`config.mk`:
```
export PLATFORM = sky130hd
export DESIGN_NAME = tied_run_averager_core
export DESIGN_NICKNAME = d
export VERILOG_FILES = /design/src/sv/tra_pkg.sv /design/src/sv/tra_front.sv /design/src/sv/tra_queue.sv /design/src/sv/tra_back.sv /design/src/sv/tied_run_averager_core.sv
export VERILOG_INCLUDE_DIRS = /design/src /design/src/sv
export SDC_FILE = /design/constraint.sdc
export NUM_CORES = 1
export LEC_CHECK = 0
export ABC_AREA = 1
export BUFFER_PORTS_ARGS = -buffer_cell sky130_fd_sc_hd__buf_2
export CAP_MARGIN = 10
export CORE_MARGIN = 2
export CORE_UTILIZATION = 31
export DETAILED_ROUTE_END_ITERATION = 7
export GPL_ROUTABILITY_DRIVEN = 0
export SLEW_MARGIN = 20
export SYNTH_ARGS = -nofsm -noshare
export SYNTH_HDL_FRONTEND = slang
export SYNTH_HIERARCHICAL = 1
export SYNTH_SLANG_ARGS = --single-unit
```
`constraint.sdc`:
```
create_clock -name clk -period 11.06 [get_ports clk]
set_clock_uncertainty 0.05 [all_clocks]
set_input_delay 0.553 -clock clk [delete_from_list [all_inputs] [get_ports clk]]
set_output_delay 0.553 -clock clk [all_outputs]
set_load 0.05 [all_outputs]
```
`src/sv/assert_macros.svh`:
```
// Assertion macros used by the run averager back end (tra_back).
// Needs clk and rst_n in the scope where a macro is used.
`ifndef ASSERT_MACROS_SVH
`define ASSERT_MACROS_SVH

`define TRA_ASSERT(label, prop, msg) \
  label: assert property (@(posedge clk) disable iff (!rst_n) prop) else $error(msg);

`define TRA_ASSERT_IMPL(label, ante, cons, msg) \
  `TRA_ASSERT(label, (ante) |-> (cons), msg)

`define TRA_ASSERT_NEXT(label, ante, cons, msg) \
  `TRA_ASSERT(label, (ante) |=> (cons), msg)

`endif

```
`src/sv/tra_pkg.sv`:
```
// Shared constants for the tied run averager.
// No dependencies.
package tra_pkg;
  localparam int VALUE_W     = 32;
  localparam int MAX_RUN_DEF = 64;
  localparam int QDEPTH      = 2;
endpackage

```
`src/sv/tra_front.sv`:
```
// Front end: accumulates the open run and closes it into the run queue.
// Depends on tra_pkg.
module tra_front #(
  parameter int MAX_RUN = tra_pkg::MAX_RUN_DEF,
  localparam int SUM_W = tra_pkg::VALUE_W + $clog2(MAX_RUN),
  localparam int CNT_W = $clog2(MAX_RUN + 1),
  localparam int REC_W = SUM_W + CNT_W + 1
) (
  input  logic                        clk,
  input  logic                        rst_n,
  input  logic                        in_tvalid,
  output logic                        in_tready,
  input  logic [tra_pkg::VALUE_W-1:0] in_tdata,
  input  logic                        in_tuser,
  input  logic                        in_tlast,
  output logic                        push,
  output logic [REC_W-1:0]            push_data,
  input  logic                        q_full
);
  import tra_pkg::*;

  logic signed [SUM_W-1:0] sum_r, sum_nxt, sum_new;
  logic [CNT_W-1:0]        count_r, count_nxt, count_new;
  logic                    accept, cut, close;

  assign in_tready = !q_full;
  assign accept    = in_tvalid && in_tready;

  always_comb begin
    sum_new   = sum_r + {{(SUM_W-VALUE_W){in_tdata[VALUE_W-1]}}, in_tdata};
    count_new = count_r + CNT_W'(1);
    cut       = (count_new >= CNT_W'(MAX_RUN)) && in_tuser && !in_tlast;
    close     = !in_tuser || in_tlast || cut;
    push      = accept && close;
    push_data = {cut, count_new, sum_new};
    sum_nxt   = sum_r;
    count_nxt = count_r;
    if (accept) begin
      if (close) begin
        sum_nxt   = '0;
        count_nxt = '0;
      end else begin
        sum_nxt   = sum_new;
        count_nxt = count_new;
      end
    end
  end

  always_ff @(posedge clk) begin
    if (!rst_n) begin
      sum_r   <= '0;
      count_r <= '0;
    end else begin
      sum_r   <= sum_nxt;
      count_r <= count_nxt;
    end
  end
endmodule

```
`src/sv/tra_queue.sv`:
```
// Short FIFO of closed runs between front and back end.
// Depends on tra_pkg.
module tra_queue #(
  parameter int MAX_RUN = tra_pkg::MAX_RUN_DEF,
  localparam int SUM_W = tra_pkg::VALUE_W + $clog2(MAX_RUN),
  localparam int CNT_W = $clog2(MAX_RUN + 1),
  localparam int REC_W = SUM_W + CNT_W + 1
) (
  input  logic             clk,
  input  logic             rst_n,
  input  logic             push,
  input  logic [REC_W-1:0] push_data,
  output logic             q_full,
  output logic             q_valid,
  output logic [REC_W-1:0] q_data,
  input  logic             pop
);
  import tra_pkg::*;

  localparam int PTR_W = $clog2(QDEPTH);
  localparam int FILL_W = $clog2(QDEPTH + 1);

  logic [REC_W-1:0]  mem_r [QDEPTH];
  logic [PTR_W-1:0]  wr_ptr_r, rd_ptr_r;
  logic [FILL_W-1:0] fill_r;

  assign q_full  = (fill_r == FILL_W'(QDEPTH));
  assign q_valid = (fill_r != '0);
  assign q_data  = mem_r[rd_ptr_r];

  always_ff @(posedge clk) begin
    if (push) mem_r[wr_ptr_r] <= push_data;
  end

  always_ff @(posedge clk) begin
    if (!rst_n) begin
      wr_ptr_r <= '0;
      rd_ptr_r <= '0;
      fill_r   <= '0;
    end else begin
      if (push) wr_ptr_r <= (wr_ptr_r == PTR_W'(QDEPTH-1)) ? '0 : wr_ptr_r + PTR_W'(1);
      if (pop)  rd_ptr_r <= (rd_ptr_r == PTR_W'(QDEPTH-1)) ? '0 : rd_ptr_r + PTR_W'(1);
      case ({push, pop})
        2'b10:   fill_r <= fill_r + FILL_W'(1);
        2'b01:   fill_r <= fill_r - FILL_W'(1);
        default: fill_r <= fill_r;
      endcase
    end
  end
endmodule

```
`src/sv/tra_back.sv`:
```
// Back end: divides a closed run's sum by its count, then emits one beat per member.
// Depends on tra_pkg and assert_macros.svh.
`include "assert_macros.svh"
module tra_back #(
  parameter int MAX_RUN = tra_pkg::MAX_RUN_DEF,
  localparam int SUM_W = tra_pkg::VALUE_W + $clog2(MAX_RUN),
  localparam int CNT_W = $clog2(MAX_RUN + 1),
  localparam int REC_W = SUM_W + CNT_W + 1
) (
  input  logic                        clk,
  input  logic                        rst_n,
  input  logic                        q_valid,
  input  logic [REC_W-1:0]            q_data,
  output logic                        pop,
  output logic                        out_tvalid,
  input  logic                        out_tready,
  output logic [tra_pkg::VALUE_W-1:0] out_tdata,
  output logic                        out_tlast,
  output logic                        out_tuser
);
  import tra_pkg::*;

  localparam int STEP_W = $clog2(SUM_W);

  typedef enum logic [1:0] {S_IDLE, S_DIV, S_EMIT} state_t;

  state_t             state_r;
  logic [SUM_W-1:0]   quo_r, quo_nxt, sum_mag;
  logic [CNT_W-1:0]   div_r, rem_r, rem_nxt, left_r;
  logic [CNT_W:0]     rem_sh;
  logic [STEP_W-1:0]  step_r;
  logic               neg_r, cut_r, ge;
  logic [SUM_W-1:0]   q_sum;
  logic [SUM_W-1:0]   mean_full;
  logic               out_tvalid_r, out_tlast_r, out_tuser_r;
  logic [VALUE_W-1:0] out_tdata_r;

  assign q_sum   = q_data[SUM_W-1:0];
  assign sum_mag = q_sum[SUM_W-1] ? (~q_sum + SUM_W'(1)) : q_sum;
  assign pop     = (state_r == S_IDLE) && q_valid;

  always_comb begin
    rem_sh    = {rem_r, quo_r[SUM_W-1]};
    ge        = (rem_sh >= {1'b0, div_r});
    rem_nxt   = ge ? CNT_W'(rem_sh - {1'b0, div_r}) : rem_sh[CNT_W-1:0];
    quo_nxt   = {quo_r[SUM_W-2:0], ge};
    mean_full = neg_r ? (~quo_nxt + SUM_W'(1)) : quo_nxt;
  end

  always_ff @(posedge clk) begin
    if (!rst_n) begin
      state_r      <= S_IDLE;
      out_tvalid_r <= 1'b0;
    end else begin
      case (state_r)
        S_IDLE: begin
          if (q_valid) begin
            quo_r   <= sum_mag;
            neg_r   <= q_sum[SUM_W-1];
            div_r   <= q_data[SUM_W +: CNT_W];
            left_r  <= q_data[SUM_W +: CNT_W];
            cut_r   <= q_data[REC_W-1];
            rem_r   <= '0;
            step_r  <= STEP_W'(SUM_W-1);
            state_r <= S_DIV;
          end
        end
        S_DIV: begin
          quo_r  <= quo_nxt;
          rem_r  <= rem_nxt;
          step_r <= step_r - STEP_W'(1);
          if (step_r == '0) begin
            out_tvalid_r <= 1'b1;
            out_tdata_r  <= mean_full[VALUE_W-1:0];
            out_tlast_r  <= (left_r == CNT_W'(1));
            out_tuser_r  <= cut_r;
            state_r      <= S_EMIT;
          end
        end
        S_EMIT: begin
          if (out_tready) begin
            left_r      <= left_r - CNT_W'(1);
            out_tlast_r <= (left_r == CNT_W'(2));
            if (left_r == CNT_W'(1)) begin
              out_tvalid_r <= 1'b0;
              state_r      <= S_IDLE;
            end
          end
        end
        default: begin
          out_tvalid_r <= 1'b0;
          state_r      <= S_IDLE;
        end
      endcase
    end
  end

  assign out_tvalid = out_tvalid_r;
  assign out_tdata  = out_tdata_r;
  assign out_tlast  = out_tlast_r;
  assign out_tuser  = out_tuser_r;

  `TRA_ASSERT_IMPL(a_no_beat_off_emit, state_r != S_EMIT, !out_tvalid, "beat outside emit")
  `TRA_ASSERT_IMPL(a_left_nonzero, out_tvalid, left_r != '0, "emit with no members left")
  `TRA_ASSERT_NEXT(a_idle_after_last, out_tvalid && out_tready && out_tlast, !out_tvalid,
                   "beat after run's last")
endmodule

```
`src/sv/tied_run_averager_core.sv`:
```
// Tied run averager: emits each run's mean once per member; runs are cut at MAX_RUN members.
// Throughput: front takes one beat per cycle while the run queue is not full; back
// handles one run at a time, popping it only when idle, dividing its sum with a bit-serial
// divider, then emitting one beat per member; a two-entry run queue parts the two.
// Reset: synchronous, active low; clears the open run, the queue and the output.
// Depends on tra_pkg, tra_front, tra_queue, tra_back.
module tied_run_averager_core #(
  parameter int MAX_RUN = tra_pkg::MAX_RUN_DEF
) (
  input  logic                        clk,
  input  logic                        rst_n,
  input  logic                        in_tvalid,
  output logic                        in_tready,
  input  logic [tra_pkg::VALUE_W-1:0] in_tdata,  // value
  input  logic                        in_tuser,  // tied_with_next
  input  logic                        in_tlast,  // final_element
  output logic                        out_tvalid,
  input  logic                        out_tready,
  output logic [tra_pkg::VALUE_W-1:0] out_tdata, // mean_value
  output logic                        out_tlast, // last
  output logic                        out_tuser  // long_run
);
  import tra_pkg::*;

  localparam int SUM_W = VALUE_W + $clog2(MAX_RUN);
  localparam int CNT_W = $clog2(MAX_RUN + 1);
  localparam int REC_W = SUM_W + CNT_W + 1;

  logic             push, q_full, q_valid, pop;
  logic [REC_W-1:0] push_data, q_data;

  tra_front #(.MAX_RUN(MAX_RUN)) u_front (
    .clk(clk), .rst_n(rst_n),
    .in_tvalid(in_tvalid), .in_tready(in_tready), .in_tdata(in_tdata),
    .in_tuser(in_tuser), .in_tlast(in_tlast),
    .push(push), .push_data(push_data), .q_full(q_full)
  );

  tra_queue #(.MAX_RUN(MAX_RUN)) u_queue (
    .clk(clk), .rst_n(rst_n),
    .push(push), .push_data(push_data), .q_full(q_full),
    .q_valid(q_valid), .q_data(q_data), .pop(pop)
  );

  tra_back #(.MAX_RUN(MAX_RUN)) u_back (
    .clk(clk), .rst_n(rst_n),
    .q_valid(q_valid), .q_data(q_data), .pop(pop),
    .out_tvalid(out_tvalid), .out_tready(out_tready), .out_tdata(out_tdata),
    .out_tlast(out_tlast), .out_tuser(out_tuser)
  );
endmodule
```
After elaboration in Yosys (flattened, before gate mapping)

Memory sizes are Yosys's and may differ from the RTL's. A register that Yosys moved wholly into a read port is not among the register bits.
Cells that the tools add are included.

Register bits: 153
Bits in latches: 0
Bits in writable memories: 92
Memory bits (read-only): 0
Input port bits: 38
Output and inout bits: 36
Word-level logic and storage cells: 102
Memories: 1

Add/subtract/negate cells: 11
$mul: 0
Div/mod/pow operators: 0
Magnitude comparators: 2
Eq/ne operators: 11
Shifts and indexed selects: 0
Muxes and demuxes: 33
Bitwise logic cells: 3
Reduce and logical (&&, ||, !) cells: 24

Memories:

| memory        | depth | bits a word | read ports | clocked after memory_dff | write ports | RTL line        | text |
|---|---|---|---|---|---|---|---|
| u_queue.mem_r | 2     | 46          | 1          | 1                        | 1           | tra_queue.sv:23 | `logic [REC_W-1:0] mem_r [QDEPTH];` |

Operators with widths:

| kind                  | count |
|---|---|
| $mux 38               | 3 |
| $pmux 38 s2           | 1 |
| $add 38x1->38 const B | 1 |
| $add 38x38->38        | 1 |
| $not 38->38           | 1 |
| $mux 7                | 5 |
| $add 32x1->32 const B | 1 |
| $mux 32               | 1 |
| $not 32->32           | 1 |
| $pmux 7 s2            | 2 |
| $reduce_and 4->1      | 4 |
| $pmux 6 s2            | 1 |
| $mux 1                | 11 |
| $reduce_bool 2->1     | 5 |
| $reduce_and 3->1      | 3 |
| $ge 8x7->1            | 1 |
| $mux 2                | 4 |
| $add 7x1->7 const B   | 1 |
| $eq 7x1->1 const B    | 1 |
| $eq 7x2->1 const B    | 1 |
| $ge 7x7->1 const B    | 1 |
| $sub 7x1->7 const B   | 1 |
| $sub 7x7->7           | 1 |
| $eq 2x2->1 const B    | 3 |
| 18 further kinds      | 29 |

Depth between registers and ports, before layout

Gate-level depths: netlist (run 1).

Depth in word-level cells: 8
Depth in mapped cells: 20
Gate-level depth less buffers: 20

By module

Netlist (run 1), hierarchy kept.

By module, submodules not included:

| module    | instances | cells each | area each (um^2) | sequential area each (um^2) |
|---|---|---|---|---|
| tra_back  | 1         | 817        | 6607.6           | 3093.0 |
| tra_front | 1         | 787        | 4675.7           | 900.9 |
| tra_queue | 1         | 178        | 3748.6           | 2862.7 |

Worst setup path after synthesis (run 1)

OpenSTA, ideal clock, no wires.

Path kind: reg-to-reg
Start point: register u_queue.fill_r[0]
End point: register u_back.quo_r[0], enable pin
Library setup time: 0.530 ns
Data arrival time: 4.419 ns
Data required time: 10.480 ns
Path slack: 6.061 ns
Cell stages (with the launch flop): 7
Path buffers: 0
Clock period less this slack: 4.999 ns
Cell sequence: dfxtp_1 -> inv_1 -> nand2_1 -> inv_1 -> nor2_1 -> inv_1 -> o21ai_0

Longest elaborated chain between the ends: 3

RTL lines:

| element                    | RTL line                     | text |
|---|---|---|
| start, declared            | tra_queue.sv:25              | `logic [FILL_W-1:0] fill_r;` |
| start signal, assigned     | tra_queue.sv:44              | `2'b10: fill_r <= fill_r + FILL_W'(1);` |
| start signal, assigned     | tra_queue.sv:45              | `2'b01: fill_r <= fill_r - FILL_W'(1);` |
| start signal, assigned     | tra_queue.sv:46              | `default: fill_r <= fill_r;` |
| $reduce_bool 2->1          | tra_queue.sv:28              | `assign q_valid = (fill_r != '0);` |
| named net q_valid          | tied_run_averager_core.sv:29 | `logic push, q_full, q_valid, pop;` |
| $ne 2x1->1 (no line)       | n/a                          |  |
| $reduce_and 3->1 (no line) | n/a                          |  |
| end signal, assigned       | tra_back.sv:58               | `quo_r <= sum_mag;` |
| end signal, assigned       | tra_back.sv:69               | `quo_r <= quo_nxt;` |
| end, declared              | tra_back.sv:28               | `logic [SUM_W-1:0] quo_r, quo_nxt, sum_mag;` |

The timed path passes the listed nets, and every way through them passes these cells.
A chain may end at the register's enable or synchronous reset.

==> run summary, run 1 <==
Setup crit end kind: register
Post-Synthesis Cells: 1782
layout cell share with drive strength beyond 1: 15.1%
largest net degree at the start of global routing: 54
drt drc: 0
total negative setup slack: 0 ps
final wirelength: 35100 µm
vias in the first global route: 11400
critical path data required time: 11280 ps
final hold vios: 0
Synth Flop Type: edfxtp_1
Worst Setup Start Kind: register
Hold WC Path Type: input port to register
post-CTS setup buffers: 0
fill count: 4922
# H-tree levels: 1
post-synthesis async set-or-reset flop share: 0%
Pwr Density: 209 mW/mm²
Clock transition at path regs: 60 ps
P_sw: 1.29 mW
CTS buffer count: 30
Layout Utilization: 35.6%
DRT Pass-1 Iters: 6
Layout Nets: 1947
Crit path max-delay family: flip-flops
Logic pwr share: 32.8%
WS Path Type: register to register
layout overhead on the synthesized area: 13.2%
Period Utilization, post-route: 29.9%
P_leak: 7.34 nW
IO Pins: 74
Wirelength per Cell: 14.1 µm
pre-CTS setup slack: 7720 ps
Yosys cell types: 53
clock power share: 28.3%
Final ANT Viol Nets: 0
Post-DP HPWL: 26400 µm
DR vias: 11800
Iter 0 DRT Violations: 843
register share of total power: 38.9%
f_max: 302 MHz
fin crit period: 3310 ps
clock net sink count: 246
setup ws final: 7750 ps
post_cts resized: 0
slew at the pin with the worst max-slew slack: 1050 ps
synth top area cells: edfxtp_1, nand2_1, dfxtp_1
Slew Viols, Final: 0
Post-Syn Nets: 1874
CP Data Arrival Time: 3530 ps
RSZ-0062 raised after global routing: false
first-pass GRT wire length: 57700 µm
FP Rows: 80
Post-Syn Area: 0.0150 mm²
Pint: 2.27 mW
initial antenna violation count: 1
min-delay src: in_tlast
yosys warns: 6
total gr overflow: 0
Cell Chain, Critical Path: buf_4, mux2_4, inv_1, ha_1, nand3_1, nor2_1, nand3b_1, nand2_1, xor2_1, o21ai_0
die width: 224 µm
Initial Util: 31.4%
Die Y: 224 µm
CTS tree: yes
status: finished clean
CTS root buf: clkbuf_16
IO Port Bufs: 73
Slowest-stage cell, CP: dfxtp_2
CP max stage delay: 830 ps
die area: 0.0503 mm²
CP bufs+invs: 2
Seq cells post-synth: 246
via/cell ratio: 4.71
Post-synth EDFFs: 193
gr usage total: 14.0%
hold_buf cts: 0
Clock Path Buffers: 3
Switching Share: 36.2%
worst skew pair latency: 570 ps
IR drop worst, VDD: 0.110 mV
cell taking the most area after synthesis: edfxtp_1
sequential area share after synthesis: 45.6%
Setup-failing EPs final: 0
CP max FO: 24
syn avg cell area: 8.44 µm²
max_cap viols: 0
Core Region: 0.0478 mm²
Rel. slew slack: 29.9%
Ant. Diodes: 0
Synth top area share: 38.6%
cell usage in the layout, fill, tap and decap left out, types with 4 or more instances in the layout:
cell type,netlist,layout
edfxtp_1,193,193
buf_4,4,7
inv_1,221,221
clkbuf_1,22,5
nand3b_1,6,6
mux2_2,6,6
nor2_2,21,20
nand4_1,22,22
inv_2,16,16
nor3_1,12,12
clkbuf_16,0,31
nand3_2,9,9
xor2_2,6,6
clkinvlp_4,0,7
nor3_2,4,4
nand2_1,477,477
bufinv_16,0,4
mux2_4,40,40
a21oi_1,97,97
buf_2,4,73
or2_1,6,6
o21bai_1,4,4
dfxtp_1,53,52
o21ai_0,69,68
nand3_1,124,124
nand2_2,26,26
nor2_4,4,7
xnor2_1,15,15
ha_1,52,52
and2_1,16,16
nor2_1,152,150
clkinv_1,4,7
xor2_1,44,44
o21ai_1,13,13
layer usage:
layer / track usage, % / wire length [µm] / part of all wire (%) / up-vias
met1: 19.4 / 16800 / 48 / 5441
met4: 3.99 / 871 / 2.5 / 2
met3: 2.05 / 1740 / 5.0 / 62
met5: 0 / 13 / 0.037 / -
li1: - / - / - / 5978
met2: 22.8 / 15600 / 45 / 274
kinds of logic (layout without fill, tap and decap cells):
logic type / count (synthesis) / count (layout) / share of synthesized area [%]
flops: 246 / 246 / 45.6
buf+inv: 280 / 377 / 7.76
compound gates: 199 / 199 / 7.05
fa+ha+maj: 54 / 54 / 4.59
xor+xnor: 65 / 65 / 4.09
mux: 46 / 46 / 4.44
simple gates: 892 / 892 / 26.5
final cells by class:
cell class	count	area [µm²]	share of cell area [%]
multi-input cells	1256	7040	41.4
flip-flops and latches	246	6860	40.3
inverters	241	905	5.32
clock buffers	36	795	4.67
well taps	615	769	4.52
repair buffers	80	418	2.46
clock inverters	20	229	1.35
state kept, by name, summed over array words and instances, names as in the netlist, 6 cells and up, named ones only:
register,count
u_back/div_r,7
u_front/sum_r,38
u_back/quo_r,38
u_back/rem_r,7
u_back/out_tdata,32
u_front/count_r,7
u_back/left_r,7
u_queue/mem_r,92
u_back/step_r,6
power by group through the flow:
stage	combinational, mW	clock (mW)	sequential [mW]
floorplan	0.926	0	1.37
finish	1.17	1.01	1.39
global route	1.32	1.07	1.41
CTS	1.17	1.04	1.39
global placement	1.15	0	1.40
detailed placement	1.17	0	1.40
cell usage after synthesis, types with 2 or more instances:
| cell type | n |
|---|---|
| a21o_1 | 2 |
| a21oi_1 | 97 |
| a21oi_2 | 3 |
| a31oi_1 | 3 |
| and2_1 | 16 |
| buf_12 | 4 |
| buf_2 | 4 |
| buf_4 | 4 |
| buf_6 | 4 |
| clkbuf_1 | 22 |
| clkinv_1 | 4 |
| dfxtp_1 | 53 |
| edfxtp_1 | 193 |
| fa_1 | 2 |
| ha_1 | 52 |
| inv_1 | 221 |
| inv_2 | 16 |
| mux2_2 | 6 |
| mux2_4 | 40 |
| nand2_1 | 477 |
| nand2_2 | 26 |
| nand3_1 | 124 |
| nand3_2 | 9 |
| nand3b_1 | 6 |
| nand4_1 | 22 |
| nor2_1 | 152 |
| nor2_2 | 21 |
| nor2_4 | 4 |
| nor3_1 | 12 |
| nor3_2 | 4 |
| nor4_1 | 2 |
| o211ai_1 | 2 |
| o21ai_0 | 69 |
| o21ai_1 | 13 |
| o21ai_2 | 3 |
| o21bai_1 | 4 |
| or2_1 | 6 |
| or2_2 | 3 |
| xnor2_1 | 15 |
| xor2_1 | 44 |
| xor2_2 | 6 |
stage by stage:
| stage | instance area, µm² | std cells | power (mW) | hold WS, ps |
|---|---|---|---|---|
| final | 17000 | 2494 | 3.56 | 241 |
| after global placement | 16000 | 2438 | 2.55 | 391 |
| after floorplan | 15000 | 1782 | 2.30 | 350 |
| after CTS | 17000 | 2494 | 3.59 | 201 |
| after detailed placement | 16000 | 2438 | 2.57 | 395 |
| after global routing | 17000 | 2494 | 3.80 | 217 |
worst paths after layout:
check / end / slack [ps] / depth (start not counted)
hold reg to reg: u_back/out_tuser / 400 / 0
setup / recovery: u_back/quo_r[16] / 7750 / 10
setup reg to reg: u_back/quo_r[16] / 7750 / 10
hold / removal: u_queue/mem_r[0][45] / 240 / 2
No activity file was read; power rests on OpenSTA's default activity.
==> run 2: changes to the inputs <==
Settings changed: ABC_AREA 1 to 0.
Clock period 11.06 ns to 3.3 ns, I/O delays scaled along.
==> run summary, run 2 <==
# H-tree levels: 1
Wirelength per Cell: 16.0 µm
first-pass GRT wire length: 46600 µm
most common cell after layout, fill and taps aside: edfxtp_1
sequential area share after synthesis: 52.0%
critical path data required time: 3510 ps
DR vias: 9022
IO Pins: 74
Seq cells post-synth: 246
drt drc: 0
layout cell share with drive strength beyond 1: 19.4%
most frequent cells in the layout: edfxtp_1, nand2_1, buf_2, o21ai_0, xnor2_1
Synth Flop Type: edfxtp_1
final wirelength: 28900 µm
WS Path Type: register to register
setup ws final: 116 ps
syn avg cell area: 11.2 µm²
Initial Util: 31.4%
DRT Pass-1 Iters: 5
initial antenna violation count: 3
placed cell area: 0.0143 mm²
Yosys cell types: 70
Post-Synthesis Cells: 1176
Post-Syn Nets: 1268
Die Y: 210 µm
yosys warns: 6
hold_ws: 24.2 ps
Core Region: 0.0419 mm²
Clock transition at path regs: 60 ps
Final ANT Viol Nets: 0
Setup crit end kind: register
status: finished clean
most common cell in the netlist: edfxtp_1
IO Port Bufs: 73
Rel. slew slack: 38.1%
Post-Syn Area: 0.0132 mm²
cell taking the most area after synthesis: edfxtp_1
total gr overflow: 0
gr usage total: 12.8%
Post-DP HPWL: 20900 µm
f_max: 314 MHz
CP max FO: 28
slew at the pin with the worst max-slew slack: 928 ps
Slew Viols, Final: 0
Hold WC Path Type: input port to register
Period Utilization, post-route: 96.5%
die width: 210 µm
Pwr Density: 705 mW/mm²
routed metal-1 wire length: 14400 µm
Ant. Diodes: 0
Layout Nets: 1338
total negative setup slack: 0 ps
worst skew pair latency: 530 ps
clock net sink count: 246
wire length on met2: 12700 µm
pre-CTS setup slack: -17.3 ps
Iter 0 DRT Violations: 590
layout overhead on the synthesized area: 16.3%
via/cell ratio: 5.00
met3 WL: 1350 µm
Largest Register: u_queue/mem_r
CP Data Arrival Time: 3400 ps
IR drop worst, VDD: 0.407 mV
P_leak: 5.65 nW
CTS buffer count: 26
Post-synth top cells: edfxtp_1, nand2_1, o21ai_0, xnor2_1, a21oi_1
largest net degree at the start of global routing: 71
Largest regs: u_queue/mem_r: 92 flops, u_back/quo_r: 38 flops, u_front/sum_r: 38 flops
Setup-failing EPs final: 0
Placed Instances: 1754
post-synthesis async set-or-reset flop share: 0%
Synth top area share: 44.0%
die area: 0.0442 mm²
Non-Filler Instances: 1805
Worst Setup Start Kind: register
fin area: 0.0153 mm²
CTS tree: yes
final hold vios: 0
CTS root buf: clkbuf_16
synth top area cells: edfxtp_1, dfxtp_1, ha_1
Clock Path Buffers: 3
reg2reg setup slack: 120 ps
fin crit period: 3180 ps
vias in the first global route: 8756
FP Rows: 75
Post-synth EDFFs: 193
Highest Signal Layer: met5
max_cap viols: 0
max reg flops: 92
==> run 2: changes by cell type after synthesis, sizes merged, moves of 19 or more <==
cell,previous run,this run
a22o,0,22
xnor2,15,64
nand3,134,25
nand2,504,105
nor2,178,42
o31ai,0,29
a21o,2,25
nor2b,0,19
clkbuf,22,47
o41ai,0,25
inv,237,40
a21oi,101,58
==> run 2: final timing paths <==
path	startpoint	to	cells after the start
setup / recovery	register	u_back/quo_r[36]	7
hold / removal	in_tdata[0]	u_queue/mem_r[0][0]	2
setup reg to reg	register	u_back/quo_r[36]	7
hold reg to reg	u_back/cut_r	u_back/out_tuser	0
==> run 2: layout make-up <==
| class | instances | area [µm²] |
|---|---|---|
| multi-input cells | 830 | 6080 |
| flip-flops and latches | 246 | 6860 |
| clock inverters | 10 | 90.1 |
| fillers | 4052 | 26600 |
| clock buffers | 38 | 842 |
| well taps | 539 | 674 |
| inverters | 40 | 150 |
| repair buffers | 102 | 626 |
==> run 2: critical path, stage by stage (launching register included) <==
cell     delay, ps
dfxtp_2        410
buf_12         220
mux2_2         400
or4_4          530
or4_4          630
o41ai_1        410
xor2_1         180
o21ai_1         70
==> run 2: routing by layer <==
layer	global-route usage (%)	vias to the layer above
met2	20.1	179
li1	-	4530
met3	2.09	39
met1	18.7	4268
met5	0	-
met4	2.69	6
==> run 2: power breakdown <==
group | internal (mW) | switching (mW)
Combinational | 1.28 | 1.85
Clock | 1.86 | 1.21
Sequential | 4.21 | 0.396
Total | 7.35 | 3.45
==> run 2: cell families after synthesis <==
kind of cell               after synthesis  share of synthesized area, %
AOI/OAI and AO/OA                      307                          16.1
and+or+nand+nor                        304                          11.6
DFF                                    246                          52.0
xor gates and xnor gates               115                          7.65
buffers and inverters                  100                          3.15
adders and majority gates               54                          5.24
muxes                                   50                          4.24
==> run 2: what timing repair did <==
action / CTS / global route
gates resized for setup: 1 / 18
hold endpoints to repair: 3 / 0
pin swaps: 0 / 2
buffers inserted: 0 / 1
hold buffers: 2 / 0
setup endpoints to repair: 1 / 25
gates cloned: 0 / 0
==> run 2: stage by stage <==
stage          total power, mW  utilization, %
4_1_cts                   10.8            36.3
5_1_grt                   11.4            36.5
2_1_floorplan             6.90               -
3_3_place_gp              7.67            34.0
3_5_place_dp              7.74            34.0
6_report                  10.8            36.5
==> run 3: changes to the inputs <==
Settings changed: CTS_BUF_LIST from default to sky130_fd_sc_hd__clkbuf_4 sky130_fd_sc_hd__clkbuf_8.
==> run summary, run 3 (synthesis results as in run 2) <==
Non-Filler Instances: 1825
placed cell area: 0.0143 mm²
first-pass GRT wire length: 46700 µm
CTS root buf: clkbuf_8
fill count: 4057
clock net sink count: 246
Largest regs: u_queue/mem_r: 92 flops, u_back/quo_r: 38 flops, u_front/sum_r: 38 flops
Setup crit end kind: register
IR drop worst, VDD: 0.444 mV
IO Pins: 74
fin area: 0.0152 mm²
Register Area: 0.00686 mm²
status: finished clean
Core Region: 0.0419 mm²
fin crit period: 3230 ps
setup ws final: 67.8 ps
Iter 0 DRT Violations: 526
via/cell ratio: 4.96
# H-tree levels: 2
Layout Utilization: 36.3%
total gr overflow: 0
critical path data required time: 3490 ps
FP Rows: 75
Die Y: 210 µm
hold_ws: 57.2 ps
Ant. Diodes: 0
Largest Register: u_queue/mem_r
CTS buffer count: 40
Rel. slew slack: 35.1%
worst r2r dst: u_back/quo_r[29]
total negative setup slack: 0 ps
f_max: 309 MHz
power consumption: 10.4 mW
reg2reg setup slack: 70 ps
most frequent cells in the layout: edfxtp_1, nand2_1, buf_2, o21ai_0, xnor2_1
Cell Chain, Critical Path: buf_12, mux2_2, or4_4, or4_4, o31ai_1, xor2_1, o21ai_0
Clock Path Buffers: 3
Initial Util: 31.4%
Slew Viols, Final: 0
Worst Setup Start Kind: register
slew at the pin with the worst max-slew slack: 974 ps
Final ANT Viol Nets: 0
vias in the first global route: 8889
cells on worst reg2reg path: 7
CP max stage delay: 630 ps
Wirelength per Cell: 15.9 µm
end of the critical path: u_back/quo_r[29]
max reg flops: 92
CTS tree: yes
Post-DP HPWL: 20900 µm
Placed Instances: 1754
gr usage total: 13.0%
multi-input logic area: 0.00612 mm²
layout cell share with drive strength beyond 1: 20.5%
max_cap viols: 0
IO Port Bufs: 73
final hold vios: 0
Slowest-stage cell, CP: or4_4
CP max FO: 28
most common cell after layout, fill and taps aside: edfxtp_1
final wirelength: 29000 µm
worst skew pair latency: 540 ps
pre-CTS setup slack: -17.3 ps
layout overhead on the synthesized area: 15.5%
DRT Pass-1 Iters: 5
Hold WC Path Type: input port to register
largest net degree at the start of global routing: 71
DR vias: 9051
drt drc: 0
initial antenna violation count: 3
die area: 0.0442 mm²
P_leak: 5.60 nW
Pwr Density: 681 mW/mm²
Layout Nets: 1353
die width: 210 µm
Period Utilization, post-route: 97.9%
CP Data Arrival Time: 3420 ps
CP dominant cell by count: or4_4
Clock transition at path regs: 60 ps
RSZ-0062 raised after global routing: true
Setup-failing EPs final: 0
WS Path Type: register to register
==> run 3: changes by cell type in the layout (fill, tap and decap cells not counted), sizes merged <==
cell,delta
clkbuf,+14
clkinv,+6
inv,-3
bufinv,+1
clkinvlp,+1
dlygate4sd3,+1
==> run 3: repair_timing <==
item / 4_1_cts / 5_1_grt
buffers inserted: 0 / 1
hold buffers: 3 / 0
resized for setup: 1 / 24
endpoints found under the setup margin: 3 / 27
gates cloned: 0 / 0
pin swaps: 0 / 6
endpoints found under the hold margin: 6 / 0
==> run 3: power by group <==
part | internal (mW) | switching (mW) | total, mW
logic | 1.29 | 1.86 | 3.15
registers | 4.22 | 0.398 | 4.61
clock network | 1.44 | 1.15 | 2.59
total | 6.95 | 3.41 | 10.4
==> run 3: worst min path at each step <==
stage	from	end	slack, ps	cells after the start
2_1_floorplan	rst_n	u_queue/wr_ptr_r	230	1
3_3_place_gp	u_back/cut_r	u_back/out_tuser	360	0
3_5_place_dp	u_back/cut_r	u_back/out_tuser	370	0
4_1_cts	in_tuser	u_queue/mem_r[1][45]	30	3
5_1_grt	in_tuser	u_queue/mem_r[1][45]	50	3
6_report	in_tuser	u_queue/mem_r[1][45]	60	3
==> run 3: per-layer routing <==
layer	track usage, %	routed length, µm	vias to the layer above
met4	3.72	560	6
met2	20.0	12700	183
li1	-	-	4560
met1	18.5	14400	4253
met5	0	34	-
met3	2.56	1350	49
==> run 3: critical path: cells and delay by family, from the launching register on <==
family / cells / cell delay (ps)
muxes: 1 / 400
buffers and inverters: 1 / 220
DFF: 1 / 410
xor gates and xnor gates: 1 / 220
AOI/OAI and AO/OA: 2 / 450
and+or+nand+nor: 2 / 1160
==> run 3: final cells by class <==
class | instances | share of cell area, %
clock buffers | 52 | 4.29
clock inverters | 15 | 0.798
inverters | 40 | 0.987
multi-input cells | 830 | 40.2
flip-flops and latches | 246 | 45.1
well taps | 539 | 4.43
repair buffers | 103 | 4.18
